[config.mk]
export PLATFORM = sky130hd
export DESIGN_NAME = hrbt_fit
export DESIGN_NICKNAME = d
export VERILOG_FILES = /design/src/design/hrbt_fit.sv
export SDC_FILE = /design/constraint.sdc
export NUM_CORES = 1
export LEC_CHECK = 0
export BUFFER_PORTS_ARGS = -buffer_cell sky130_fd_sc_hd__buf_2
export CAP_MARGIN = 30
export CORE_ASPECT_RATIO = 0.7
export CORE_MARGIN = 8
export CORE_UTILIZATION = 55
export DETAILED_ROUTE_END_ITERATION = 10
export PLACE_DENSITY_LB_ADDON = 0.1
export SLEW_MARGIN = 20
export SYNTH_ARGS = -nofsm -noshare
export SYNTH_HDL_FRONTEND = slang
export SYNTH_SLANG_ARGS = --single-unit
export TNS_END_PERCENT = 10
[constraint.sdc]
create_clock -name clock -period 7.1 [get_ports clock]
set_input_delay 1.42 -clock clock [delete_from_list [all_inputs] [get_ports clock]]
set_output_delay 1.42 -clock clock [all_outputs]
set_load 0.005 [all_outputs]
[src/design/hrbt_fit.sv]
// Shared bounds comparator: tests one stored region against the access and registers the hit.
module hrbt_fit #(
   parameter int DW = 32
) (
   input  logic          clock,
   input  logic          reset,
   input  logic          valid,
   input  logic [DW-1:0] base,
   input  logic [DW-1:0] size,
   input  logic [DW-1:0] acc_addr,
   input  logic [DW:0]   acc_end,
   output logic          hit
);

   logic [DW:0] region_end;
   logic        fits;
   logic        hit_ff;
   logic        hit_in;

   assign region_end = {1'b0, base} + {1'b0, size};
   assign fits       = (base <= acc_addr) && (acc_end <= region_end);
   assign hit_in     = valid && fits;

   always_ff @(posedge clock) begin
      if (reset) begin
         hit_ff <= 1'b0;
      end else begin
         hit_ff <= hit_in;
      end
   end

   assign hit = hit_ff;

endmodule

==> flow_summary.yaml <==
status:
  run_status: "finished clean"
die:
  ios: 133
  die_x_um: 110
  core-area_sq_mm: 0.00613
  start_util: 0.559
  fp.dieArea_sq_mm: 0.00905
  fp.dieH_um: 82.0
  rows: 24
final_layout:
  nNetsFinal: 828
  syn_to_final_growth_pct: 20.7
  n_antenna_cell: 0
  largest_reg_flops: 1
  layout-drive-gt1-share: 0.248
  utilization: 0.675
logic_synthesis:
  synth-main-ff-cell: "dfxtp_1"
  yosysWarnings: 0
  synth_cells: 473
  synth_edf_count: 0
  ys_seq_area_frac: 0.00584
  synth_area_sq_mm: 0.00343
  synth_cell_types: 58
  async_flop_share: 0
  synth-seq-cells: 1
  synthesis.nets: 703
  synth_area_per_cell_sq_um: 7.25
detailed_routing:
  avgRoutedWirePerCell_um: 15.6
  totalWireLength_um: 10500
  vias_per_cell: 5.85
  drt_pass1_iterations: 5
  drt_drc_violations_left: 0
  initialDrtViolationCount: 297
  num_vias: 3944
  ant_nets: 0
worst_setup_path:
  required_ps: 6980
  critical_path.top_delay_family: "compound AO/OA/AOI/OAI gates"
  critPathMaxFanout: 6
  path_cells: "buf_2 > ha_1 > inv_1 > fa_1 > nor2b_1 > o2111ai_1 > a21bo_2 > a31oi_1 > a31oi_1 > xor2_1 > ha_1 > nand2_1 > nor4_1 > a221oi_1 > o22ai_1 > a211oi_1 > o22a_1"
  cp.arrival_ps: 4800
  max_stage_delay_ps: 470
  worstSetupStartpointType: "input port"
  path_buf_inv: 2
  cpMaxStageDelayCell: "nor4_1"
  critPathCaptureType: "register"
  critical_path_class: "in2reg"
clocking:
  cts_setup_buffers: 0
  postCtsHoldBufs: 0
  cts_resized: 0
  cts.clk_slew.worst_paths_ps: 0
global_route:
  busiest_layer: "met2"
  use_met1: 0.315
  grt.met2_usage: 0.355
  grt_pass1_wl_um: 16700
  grtUsageMet3: 0.0282
  grt_max_degree: 10
  antenna_found_initial: 0
  track_usage: 0.220
  grt_pass1_vias: 3711
  overflow: 0
placed_design:
  portBuffers: 132
  dp_hpwl_um: 9510
  gp_congestion: 0.939
power_and_ir_drop:
  p_leak_nw: 2.18
  powerDensity_mw_per_mm2: 91.6
  irDropWorstVdd_mv: 0.0469
sta:
  slew_headroom: 0.647
  final.setup.tns_ps: 0
  min_period_ps: 4920
  rsz0062_at_grt: "no"
  tightest_slew_ps: 528
  fmax_mhz: 203
  setup_viol_count_final: 0
  hold_viol: 0
  slew_viol_final: 0
  post-route-period-util: 0.692
worst_hold_path:
  hold_path.class: "reg2out"
job:
  maxCapViolCount: 0
[layer usage]
metal / vias up / wire length, um
met5: - / 0
li1: 2018 / -
met1: 1741 / 4900
met4: 0 / 63
met3: 6 / 1180
met2: 179 / 4380
[placed cells by master, fill, tap and decap left out, types with 2 or more instances in the layout]
master and count:
nor4_1 5, o2111ai_1 3, buf_2 132, inv_1 53, nand2b_1 5, o21ai_0 19
a21oi_2 3, nand4_1 18, or3_1 2, a21oi_1 52, a211oi_1 6, o21bai_1 4
o221ai_1 3, ha_1 97, o21a_1 2, xor2_1 12, nor2b_1 3, nor3_1 8
a221oi_1 5, o31ai_1 3, o211ai_1 9, xnor2_1 16, and4_1 2, or4_1 3
o22ai_1 2, nor2_1 22, a21bo_2 2, a21o_1 11, a31oi_1 8, nand2_1 47
nand3_1 14
[cell type report]
| cell class | instances | area (sq um) |
|---|---|---|
| multi-input combinational | 410 | 3160 |
| fill | 576 | 1990 |
| timing repair buffer | 132 | 661 |
| inverter | 53 | 199 |
| tap | 78 | 97.6 |
| sequential | 1 | 20.0 |
[power breakdown]
part | leakage (nW) | switching, W | total, W | internal (W)
Clock | 0 | 0 | 0 | 0
Sequential | 0.00816 | 0.0000000821 | 0.00000624 | 0.00000615
Combinational | 2.18 | 0.000208 | 0.000373 | 0.000165
Total | 2.18 | 0.000208 | 0.000379 | 0.000171
[per-stage QoR]
step	instance area, sq um	cells	hold WS (ps)	setup WS (ps)	total power (W)
detailed placement	4140	674	1810	2290	0.000370
global route	4140	674	1820	1940	0.000424
global placement	4140	674	1810	2350	0.000360
finish	4140	674	1820	2180	0.000379
floorplan	3430	473	1700	2770	0.000265
CTS	4140	674	1810	2270	0.000373
[cell usage after synthesis (all sizes together) (2+ instances only)]
cell	n	share of area
o31ai	3	0.0066
inv	53	0.058
a21boi	2	0.0055
nor2b	3	0.0055
or3	2	0.0037
o21ai	21	0.032
nor2	22	0.024
o2111ai	3	0.0077
nand3	15	0.023
o221ai	3	0.0077
a21oi	56	0.088
nand2	47	0.051
xor2	12	0.031
or4b	2	0.0069
xnor2	16	0.041
and4	2	0.0051
ha	97	0.35
a2111oi	2	0.0069
o22ai	2	0.0037
nor4	5	0.0091
a21o	11	0.024
a21bo	2	0.0058
or4	3	0.0066
a31oi	9	0.018
a221oi	5	0.013
nor3	8	0.012
nand4	18	0.033
a211oi	6	0.013
nand2b	5	0.0091
buf	8	0.014
o21bai	4	0.0088
o211ai	10	0.023
o21a	2	0.0044
[kinds of logic (layout without fill, tap and decap cells)]
family,Yosys count,after routing,synth area share
AO/OA/AOI/OAI,148,148,0.292
AND/OR/NAND/NOR,136,136,0.198
XOR/XNOR,28,28,0.0716
flip-flops,1,1,0.00584
adder cells (fa/ha/maj),98,98,0.360
buffers and inverters,62,185,0.0727
[worst paths after layout]
| path | slack [ps] | cells after the start | startpoint | end |
|---|---|---|---|---|
| min | 1820 | 1 | hit | hit |
| max | 2180 | 17 | base[0] | hit |
No activity file was read; power rests on OpenSTA's default activity.
